<file path="src/tfpr_pkg.sv">
// Shared constants and types for the frequency-to-prescaler block.
// No dependencies.
`timescale 1ns / 1ps
package tfpr_pkg;
    localparam int unsigned COUNTER_BITS_DEF = 16;
    localparam logic [31:0] CLOCK_RESET = 32'd240000000;
    localparam logic [16:0] PSC_LIMIT = 17'd65535;

    localparam logic [1:0] ERR_NONE  = 2'd0;
    localparam logic [1:0] ERR_RANGE = 2'd1;
    localparam logic [1:0] ERR_NOFIT = 2'd2;

    // request classified by the front end
    typedef struct packed {
        logic [31:0] freq;
        logic [31:0] clk;
        logic        bad_range;
    } req_t;
endpackage

</file>
<file path="src/tfpr_front.sv">
// Front end: accepts requests, snapshots the clock register, flags range errors.
// Depends on tfpr_pkg.
`timescale 1ns / 1ps
module tfpr_front (
    input  logic                 aclk,
    input  logic                 aresetn,
    input  logic                 s_valid,
    output logic                 s_ready,
    input  logic [31:0]          s_freq_hz,
    input  logic                 s_range_check,
    input  logic [31:0]          clk_hz,
    output logic                 q_valid,
    input  logic                 q_ready,
    output tfpr_pkg::req_t       q_data
);
    // two-entry queue between front and back
    tfpr_pkg::req_t mem_reg [2];
    logic [1:0] cnt_reg, cnt_next;
    logic       wp_reg, rp_reg;
    tfpr_pkg::req_t req;
    logic push, pop;

    always_comb begin
        req.freq = s_freq_hz;
        req.clk = clk_hz;
        req.bad_range = (s_freq_hz == 32'd0) ||
                        (s_range_check && (s_freq_hz > {1'b0, clk_hz[31:1]}));
    end

    assign s_ready = (cnt_reg != 2'd2);
    assign push = s_valid && s_ready;
    assign q_valid = (cnt_reg != 2'd0);
    assign pop = q_valid && q_ready;
    assign q_data = mem_reg[rp_reg];

    always_comb begin
        cnt_next = cnt_reg;
        if (push && !pop) cnt_next = cnt_reg + 2'd1;
        else if (pop && !push) cnt_next = cnt_reg - 2'd1;
    end

    always_ff @(posedge aclk) begin
        if (!aresetn) begin
            cnt_reg <= 2'd0;
            wp_reg <= 1'b0;
            rp_reg <= 1'b0;
        end else begin
            cnt_reg <= cnt_next;
            if (push) wp_reg <= ~wp_reg;
            if (pop) rp_reg <= ~rp_reg;
        end
        if (push) mem_reg[wp_reg] <= req;
    end

    assert property (@(posedge aclk) disable iff (!aresetn)
        cnt_reg != 2'd3) else $error("queue count overflow");
    assert property (@(posedge aclk) disable iff (!aresetn)
        (cnt_reg == 2'd2) |-> !s_ready) else $error("accept into full queue");
    assert property (@(posedge aclk) disable iff (!aresetn)
        (push && !pop) |=> (cnt_reg == $past(cnt_reg) + 2'd1)) else $error("count slip");
endmodule

</file>
<file path="src/tfpr_div.sv">
// Restoring divider: 32-bit dividend by 64-bit divisor, one quotient bit a cycle.
// No dependencies.
`timescale 1ns / 1ps
module tfpr_div (
    input  logic        aclk,
    input  logic        aresetn,
    input  logic        start,
    input  logic [31:0] dividend,
    input  logic [63:0] divisor,
    output logic        busy,
    output logic [31:0] quotient
);
    logic [63:0] rem_reg;
    logic [31:0] quo_reg;
    logic [5:0]  cnt_reg;
    logic [63:0] dsr_reg;
    logic        busy_reg;
    logic [64:0] trial;

    assign trial = {rem_reg, quo_reg[31]} - {1'b0, dsr_reg};
    assign busy = busy_reg;
    assign quotient = quo_reg;

    always_ff @(posedge aclk) begin
        if (!aresetn) begin
            busy_reg <= 1'b0;
            cnt_reg <= 6'd0;
        end else if (start) begin
            busy_reg <= 1'b1;
            cnt_reg <= 6'd0;
        end else if (busy_reg) begin
            cnt_reg <= cnt_reg + 6'd1;
            if (cnt_reg == 6'd31) busy_reg <= 1'b0;
        end
        if (start) begin
            rem_reg <= 64'd0;
            quo_reg <= dividend;
            dsr_reg <= divisor;
        end else if (busy_reg) begin
            if (!trial[64]) begin
                rem_reg <= trial[63:0];
                quo_reg <= {quo_reg[30:0], 1'b1};
            end else begin
                rem_reg <= {rem_reg[62:0], quo_reg[31]};
                quo_reg <= {quo_reg[30:0], 1'b0};
            end
        end
    end
endmodule

</file>
<file path="src/tfpr_back.sv">
// Back end: sequences divisions to find prescaler and reload, holds the result.
// Depends on tfpr_pkg and tfpr_div.
`timescale 1ns / 1ps
module tfpr_back #(
    parameter int unsigned COUNTER_BITS = tfpr_pkg::COUNTER_BITS_DEF
) (
    input  logic                 aclk,
    input  logic                 aresetn,
    input  logic                 q_valid,
    output logic                 q_ready,
    input  tfpr_pkg::req_t       q_data,
    output logic                 m_valid,
    input  logic                 m_ready,
    output logic [15:0]          m_prescaler,
    output logic [15:0]          m_reload,
    output logic [1:0]           m_error_code
);
    localparam logic [2:0] ST_IDLE = 3'd0;
    localparam logic [2:0] ST_Q    = 3'd1;
    localparam logic [2:0] ST_BASE = 3'd2;
    localparam logic [2:0] ST_REL  = 3'd3;
    localparam logic [2:0] ST_REL2 = 3'd4;
    localparam logic [2:0] ST_OUT  = 3'd5;
    localparam logic [32:0] CMAX = 33'((64'd1 << COUNTER_BITS) - 64'd1);

    logic [2:0]  st_reg, st_next;
    logic [31:0] f_reg, clk_reg;
    logic [16:0] psc_reg;
    logic        wait_reg;
    logic [15:0] res_r_reg;
    logic [1:0]  res_e_reg;
    logic        out_v_reg;
    logic [15:0] out_p_reg, out_r_reg;
    logic [1:0]  out_e_reg;

    logic        d_start, d_busy;
    logic [31:0] d_quo;
    logic [63:0] d_div;
    logic [31:0] qm1;
    logic [63:0] fmul;

    tfpr_div u_div (
        .aclk(aclk), .aresetn(aresetn), .start(d_start),
        .dividend(clk_reg), .divisor(d_div), .busy(d_busy), .quotient(d_quo)
    );

    assign qm1 = d_quo - 32'd1;
    assign fmul = {32'd0, f_reg} * {47'd0, psc_reg};
    assign q_ready = (st_reg == ST_IDLE);
    assign m_valid = out_v_reg;
    assign m_prescaler = out_p_reg;
    assign m_reload = out_r_reg;
    assign m_error_code = out_e_reg;

    logic done;
    assign done = wait_reg && !d_busy;

    // hand the finished request to the output register once it is free
    logic load_out;
    assign load_out = (st_reg == ST_OUT) && (!out_v_reg || m_ready);

    always_comb begin
        d_start = 1'b0;
        d_div = 64'd0;
        st_next = st_reg;
        case (st_reg)
            ST_Q: if (!wait_reg) begin
                d_start = 1'b1;
                d_div = {32'd0, f_reg};
            end
            ST_BASE: if (!wait_reg) begin
                d_start = 1'b1;
                d_div = {f_reg, 32'd0} >> (32 - COUNTER_BITS);
            end
            ST_REL, ST_REL2: if (!wait_reg) begin
                d_start = 1'b1;
                d_div = fmul;
            end
            default: ;
        endcase
    end

    always_ff @(posedge aclk) begin
        if (!aresetn) begin
            st_reg <= ST_IDLE;
            wait_reg <= 1'b0;
            out_v_reg <= 1'b0;
        end else begin
            if (load_out) out_v_reg <= 1'b1;
            else if (out_v_reg && m_ready) out_v_reg <= 1'b0;
            if (d_start) wait_reg <= 1'b1;
            else if (done) wait_reg <= 1'b0;
            case (st_reg)
                ST_IDLE: if (q_valid && q_ready) begin
                    f_reg <= q_data.freq;
                    clk_reg <= q_data.clk;
                    if (q_data.bad_range) begin
                        st_reg <= ST_OUT;
                        res_e_reg <= tfpr_pkg::ERR_RANGE;
                    end else st_reg <= ST_Q;
                end
                ST_Q: if (done) begin
                    if (d_quo < 32'd2) begin
                        res_e_reg <= tfpr_pkg::ERR_NOFIT; st_reg <= ST_OUT;
                    end else if ({1'b0, qm1} <= CMAX) begin
                        res_e_reg <= tfpr_pkg::ERR_NONE; psc_reg <= 17'd0;
                        res_r_reg <= qm1[15:0]; st_reg <= ST_OUT;
                    end else st_reg <= ST_BASE;
                end
                ST_BASE: if (done) begin
                    if (d_quo == 32'd0 || {1'b0, qm1} > {16'd0, tfpr_pkg::PSC_LIMIT}) begin
                        res_e_reg <= tfpr_pkg::ERR_NOFIT; st_reg <= ST_OUT;
                    end else begin
                        psc_reg <= d_quo[16:0]; st_reg <= ST_REL;
                    end
                end
                ST_REL: if (done) begin
                    if (d_quo == 32'd0) begin
                        res_e_reg <= tfpr_pkg::ERR_NOFIT; st_reg <= ST_OUT;
                    end else if ({1'b0, qm1} > CMAX) begin
                        if (psc_reg > tfpr_pkg::PSC_LIMIT) begin
                            res_e_reg <= tfpr_pkg::ERR_NOFIT; st_reg <= ST_OUT;
                        end else begin
                            psc_reg <= psc_reg + 17'd1; st_reg <= ST_REL2;
                        end
                    end else begin
                        res_e_reg <= tfpr_pkg::ERR_NONE;
                        psc_reg <= psc_reg - 17'd1;
                        res_r_reg <= qm1[15:0]; st_reg <= ST_OUT;
                    end
                end
                ST_REL2: if (done) begin
                    if (d_quo == 32'd0 || {1'b0, qm1} > CMAX) begin
                        res_e_reg <= tfpr_pkg::ERR_NOFIT; st_reg <= ST_OUT;
                    end else begin
                        res_e_reg <= tfpr_pkg::ERR_NONE;
                        psc_reg <= psc_reg - 17'd1;
                        res_r_reg <= qm1[15:0]; st_reg <= ST_OUT;
                    end
                end
                ST_OUT: if (load_out) begin
                    out_e_reg <= res_e_reg;
                    if (res_e_reg == tfpr_pkg::ERR_NONE) begin
                        out_p_reg <= psc_reg[15:0]; out_r_reg <= res_r_reg;
                    end else begin
                        out_p_reg <= 16'd0; out_r_reg <= 16'd0;
                    end
                    st_reg <= ST_IDLE;
                end
                default: st_reg <= ST_IDLE;
            endcase
        end
    end

    assert property (@(posedge aclk) disable iff (!aresetn)
        d_start |-> !d_busy) else $error("divider restarted while busy");
    assert property (@(posedge aclk) disable iff (!aresetn)
        (st_reg == ST_OUT) |=> out_v_reg) else $error("result not raised");
    assert property (@(posedge aclk) disable iff (!aresetn)
        out_v_reg |-> (out_e_reg != 2'd3)) else $error("bad error code");
endmodule

</file>
<file path="src/timer_freq_to_prescaler_reload.sv">
// Top level of the frequency-to-prescaler/reload calculator.
// Depends on tfpr_pkg, tfpr_front, tfpr_back.
//
// Usage:
//   Write timer_clock_hz through cfg_we/cfg_wdata while idle (reset: 240 MHz).
//   Present a request on s_valid/s_ready with s_freq_hz and s_range_check.
//   One result per request comes out on m_valid/m_ready: m_prescaler,
//   m_reload and m_error_code (0 ok, 1 out of range, 2 no fit).
//   The front end snapshots the clock register with each request and parks
//   it in a two-entry queue; the back end runs a one-bit-per-cycle 32-step
//   divider up to four times per request. Range errors skip the divider;
//   any other request takes one, two, three or four divisions. The back end
//   works on one request at a time and takes the next from the queue only
//   once the last has gone to the output register.
//   A stalled receiver holds the result; the back end finishes one more
//   request and the queue takes up to two more. Reset clears the queue and
//   drops any pending result.
`timescale 1ns / 1ps
module timer_freq_to_prescaler_reload #(
    parameter int unsigned COUNTER_BITS = tfpr_pkg::COUNTER_BITS_DEF
) (
    input  logic        aclk,
    input  logic        aresetn,
    input  logic        cfg_we,
    input  logic [31:0] cfg_wdata,
    input  logic        s_valid,
    output logic        s_ready,
    input  logic [31:0] s_freq_hz,
    input  logic        s_range_check,
    output logic        m_valid,
    input  logic        m_ready,
    output logic [15:0] m_prescaler,
    output logic [15:0] m_reload,
    output logic [1:0]  m_error_code
);
    logic [31:0] clk_hz_reg;
    logic q_valid, q_ready;
    tfpr_pkg::req_t q_data;

    always_ff @(posedge aclk) begin
        if (!aresetn) clk_hz_reg <= tfpr_pkg::CLOCK_RESET;
        else if (cfg_we) clk_hz_reg <= cfg_wdata;
    end

    tfpr_front u_front (
        .aclk(aclk), .aresetn(aresetn), .s_valid(s_valid), .s_ready(s_ready),
        .s_freq_hz(s_freq_hz), .s_range_check(s_range_check), .clk_hz(clk_hz_reg),
        .q_valid(q_valid), .q_ready(q_ready), .q_data(q_data)
    );

    tfpr_back #(.COUNTER_BITS(COUNTER_BITS)) u_back (
        .aclk(aclk), .aresetn(aresetn), .q_valid(q_valid), .q_ready(q_ready),
        .q_data(q_data), .m_valid(m_valid), .m_ready(m_ready),
        .m_prescaler(m_prescaler), .m_reload(m_reload), .m_error_code(m_error_code)
    );
endmodule

</file>
<file path="config.mk">
export PLATFORM = sky130hd
export DESIGN_NAME = timer_freq_to_prescaler_reload
export DESIGN_NICKNAME = d
export VERILOG_FILES = /design/src/tfpr_pkg.sv /design/src/tfpr_front.sv /design/src/tfpr_div.sv /design/src/tfpr_back.sv /design/src/timer_freq_to_prescaler_reload.sv
export SDC_FILE = /design/constraint.sdc
export NUM_CORES = 2
export LEC_CHECK = 0
export BUFFER_PORTS_ARGS = -buffer_cell sky130_fd_sc_hd__buf_4
export CAP_MARGIN = 20
export CORE_MARGIN = 2
export CORE_UTILIZATION = 33
export CTS_BUF_LIST = sky130_fd_sc_hd__clkbuf_8
export DETAILED_ROUTE_END_ITERATION = 7
export PLACE_DENSITY_LB_ADDON = 0.25
export SLEW_MARGIN = 10
export SYNTH_ARGS = -nofsm -noshare
export SYNTH_HDL_FRONTEND = slang
export SYNTH_SLANG_ARGS = --single-unit
</file>
<file path="constraint.sdc">
create_clock -name aclk -period 19.9 [get_ports aclk]
set_clock_uncertainty 0.1 [all_clocks]
set_input_delay 2.985 -clock aclk [delete_from_list [all_inputs] [get_ports aclk]]
set_output_delay 2.985 -clock aclk [all_outputs]
set_load 0.05 [all_outputs]
</file>
==> results.md <==
- Starting DRC count in detailed routing: 2266
- Largest net degree at the start of global routing: 78
- Gr usage total: 0.1881
- Post-route ant nets: 0
- PortBufs: 105
- Largest register FFs: 130
- Slew Viols, Final: 0
- Startpoint Class: flop
- Drt pass-1 iters: 5
- Yosys warns: 0
- Share of layout cells above drive strength 1: 0.08838
- Synth Instances: a little over 4000
- Worst-Skew Late Latency: 0.72 ns
- # setup viols final: 0
- Hold-fix buffers, CTS: 0
- CTS Root Buffer Type: clkbuf_8
- Clk sinks: 457
- RSZ-0062 raised after global routing: false
- Async SR Flop Fraction: 0
- Fin util: 0.3668
- Cell Area, Synth: between 30000 and 40000 um^2
- Final Cell Area: ~44000 um^2
- Via density: around 5
- Post-cts sizing count: 0
- Post CTS Setup Buffer Count: 0
- Largest driver fanout on the critical path: 23
- Routability Congestion: 0.8699
- Fmax: about 0.12 GHz
- Row count: about 130
- # nets final: 4838
- Post-synth EDFFs: 344
- Commonest non-fill, non-tap cell in the layout: inv_1
- Hold Path Cell Cnt: 0
- H-tree depth: 3
- Final hold viol count: 0
- Initial antenna violation count: 3
- Via total after detailed routing: 28898
- Post-Syn Nets: between 4000 and 5000
- P&R area growth vs syn: 10.44%
- Full die area: 123200 um^2
- Fin crit share: 0.4079
- TNS Setup: 0 ns
- CTS Buffer Depth: 3
- Slew HR: 0.1950
- CTS Buf Count: just over 80
- Grt ovf: 0
- Post-synth cell types: 84
- Critical Path AT: approximately 8.4 ns
- Max Cap Viol: 0
- Sequential cell area fraction in the yosys report: 0.3168
- CP Class: reg2reg
- Top cell type by total area after synthesis: edfxtp_1
- Clk slew on worst S/H paths: around 0.080 ns
- Top cells by area, synth: edfxtp_1 (26%), fa_1 (23%), ha_1 (6.6%), inv_1 (6.3%), nand2_1 (5.8%)
- Yosys reg bits: roughly 460
- Worst Reg-to-Reg Cells: 24
- Core area: 119700 um^2
- Commonest non-fill, non-tap cells in the layout: inv_1 (691), nand2_1 (612), fa_1 (450)
- Vias in the first global route: 30182
- Least-Margin Pin Slew: approximately 1.2 ns
- Status: complete, no violations
- Min Tclk post-route: 8.117 ns
- Drt wl/cell: 19.63 um
- Area after DPL: 42060 um^2
- I/O pin cnt: between 100 and 150
- Mean Syn Cell Area: ~9.7 um^2
- Synth Flop Type: edfxtp_1
- Die H: between 300 and 400 um
- Detailed placement HPWL: between 80000 and 90000 um
- Initial Util: 0.3322
- # DRC: 0
- Hold Crit Class: reg2reg
- First-pass GRT wire length: between 150000 and 200000 um
- Top cell type's share of synthesized area: 0.2599
- Routed WL: around 110000 um
- Die X: 351.0 um
- CP Data Required Time: between 20 and 25 ns
- CTS tree: yes
- CP Capture Type: flop
==> Yosys cell counts, types with 23 or more instances <==
library cell	number
a21oi_1	166
mux2_2	64
and2_1	238
o21ai_0	163
xnor2_1	72
xor2_1	62
nand3_1	32
a211oi_1	23
ha_1	210
and3_1	24
inv_1	670
nand4_1	31
nand2_1	612
fa_1	450
nor2b_1	23
nor3_1	37
a31oi_1	24
mux2i_1	46
clkbuf_1	214
a21o_1	52
nor2_1	134
dfxtp_1	113
edfxtp_1	344
==> final timing paths <==
path / end / start / slack, ns
worst max-delay path: u_back.u_div.dsr_reg[46] / u_back.psc_reg[9] / 11.78
worst min-delay path: u_front.mem_reg[0][23] / clk_hz_reg[22] / 0.34
worst max register to register: u_back.u_div.dsr_reg[46] / u_back.psc_reg[9] / 11.78
worst min register to register: u_front.mem_reg[0][23] / clk_hz_reg[22] / 0.34
==> layout make-up <==
type,count,area [um^2]
Sequential cell,457,12600
Timing Repair Buffer,152,1209
Inverter,672,2525
Fill cell,12140,75760
Tap cell,1612,2017
Multi-Input combinational cell,2744,23790
Clock buffer,90,1239
Antenna cell,2,5.005
Clock inverter,60,516.7
==> metal layers <==
metal  wire length [um]  track usage  up-vias
li1                   -            -    13370
met1              52630       0.2615    14579
met2              52580       0.3072      784
met3               5744      0.02660      165
met4               2654      0.04826        0
met5                  0            0        -
==> metrics by stage <==
step	hold WS [ns]	worst slack [ns]	instances
after global placement	0.3321	11.88	5632
after CTS	0.3304	11.76	5783
after detailed placement	0.3436	11.83	5633
after global routing	0.3650	11.35	5787
after floorplan	0.3249	12.79	4110
final	0.3423	11.78	5789
==> critical path: stages (launching register included) <==
cell and delay [ns]:
edfxtp_1 0.96, buf_4 0.42, nand2_1 0.12, fa_1 0.53, inv_1 0.05, fa_1 0.49
inv_1 0.05, fa_1 0.47, inv_1 0.06, fa_1 0.52, fa_1 0.55, inv_1 0.05
fa_1 0.53, inv_1 0.04, ha_1 0.37, a21o_1 0.20, a21o_1 0.18, a221o_1 0.34
a21o_1 0.21, a21oi_1 0.53, o211ai_1 0.21, a21o_1 0.27, a41oi_1 0.26, xor2_1 0.17
o21ai_0 0.09
==> cell families (layout without fill, tap and decap cells) <==
| group | count (synthesis) | count (layout) | share of synthesized area |
|---|---|---|---|
| AO/OA/AOI/OAI | 610 | 610 | 0.09797 |
| XOR/XNOR | 134 | 134 | 0.02953 |
| adder cells (fa/ha/maj) | 660 | 660 | 0.2928 |
| buffers and inverters | 909 | 974 | 0.08604 |
| flip-flops | 457 | 457 | 0.3168 |
| multiplexers | 110 | 110 | 0.02972 |
| other | 0 | 2 | 0 |
| AND/OR/NAND/NOR | 1230 | 1230 | 0.1471 |
Power is left out: the tool's default activity adds up to more than one toggle a clock period on the data nets, which glitch-free logic cannot reach.
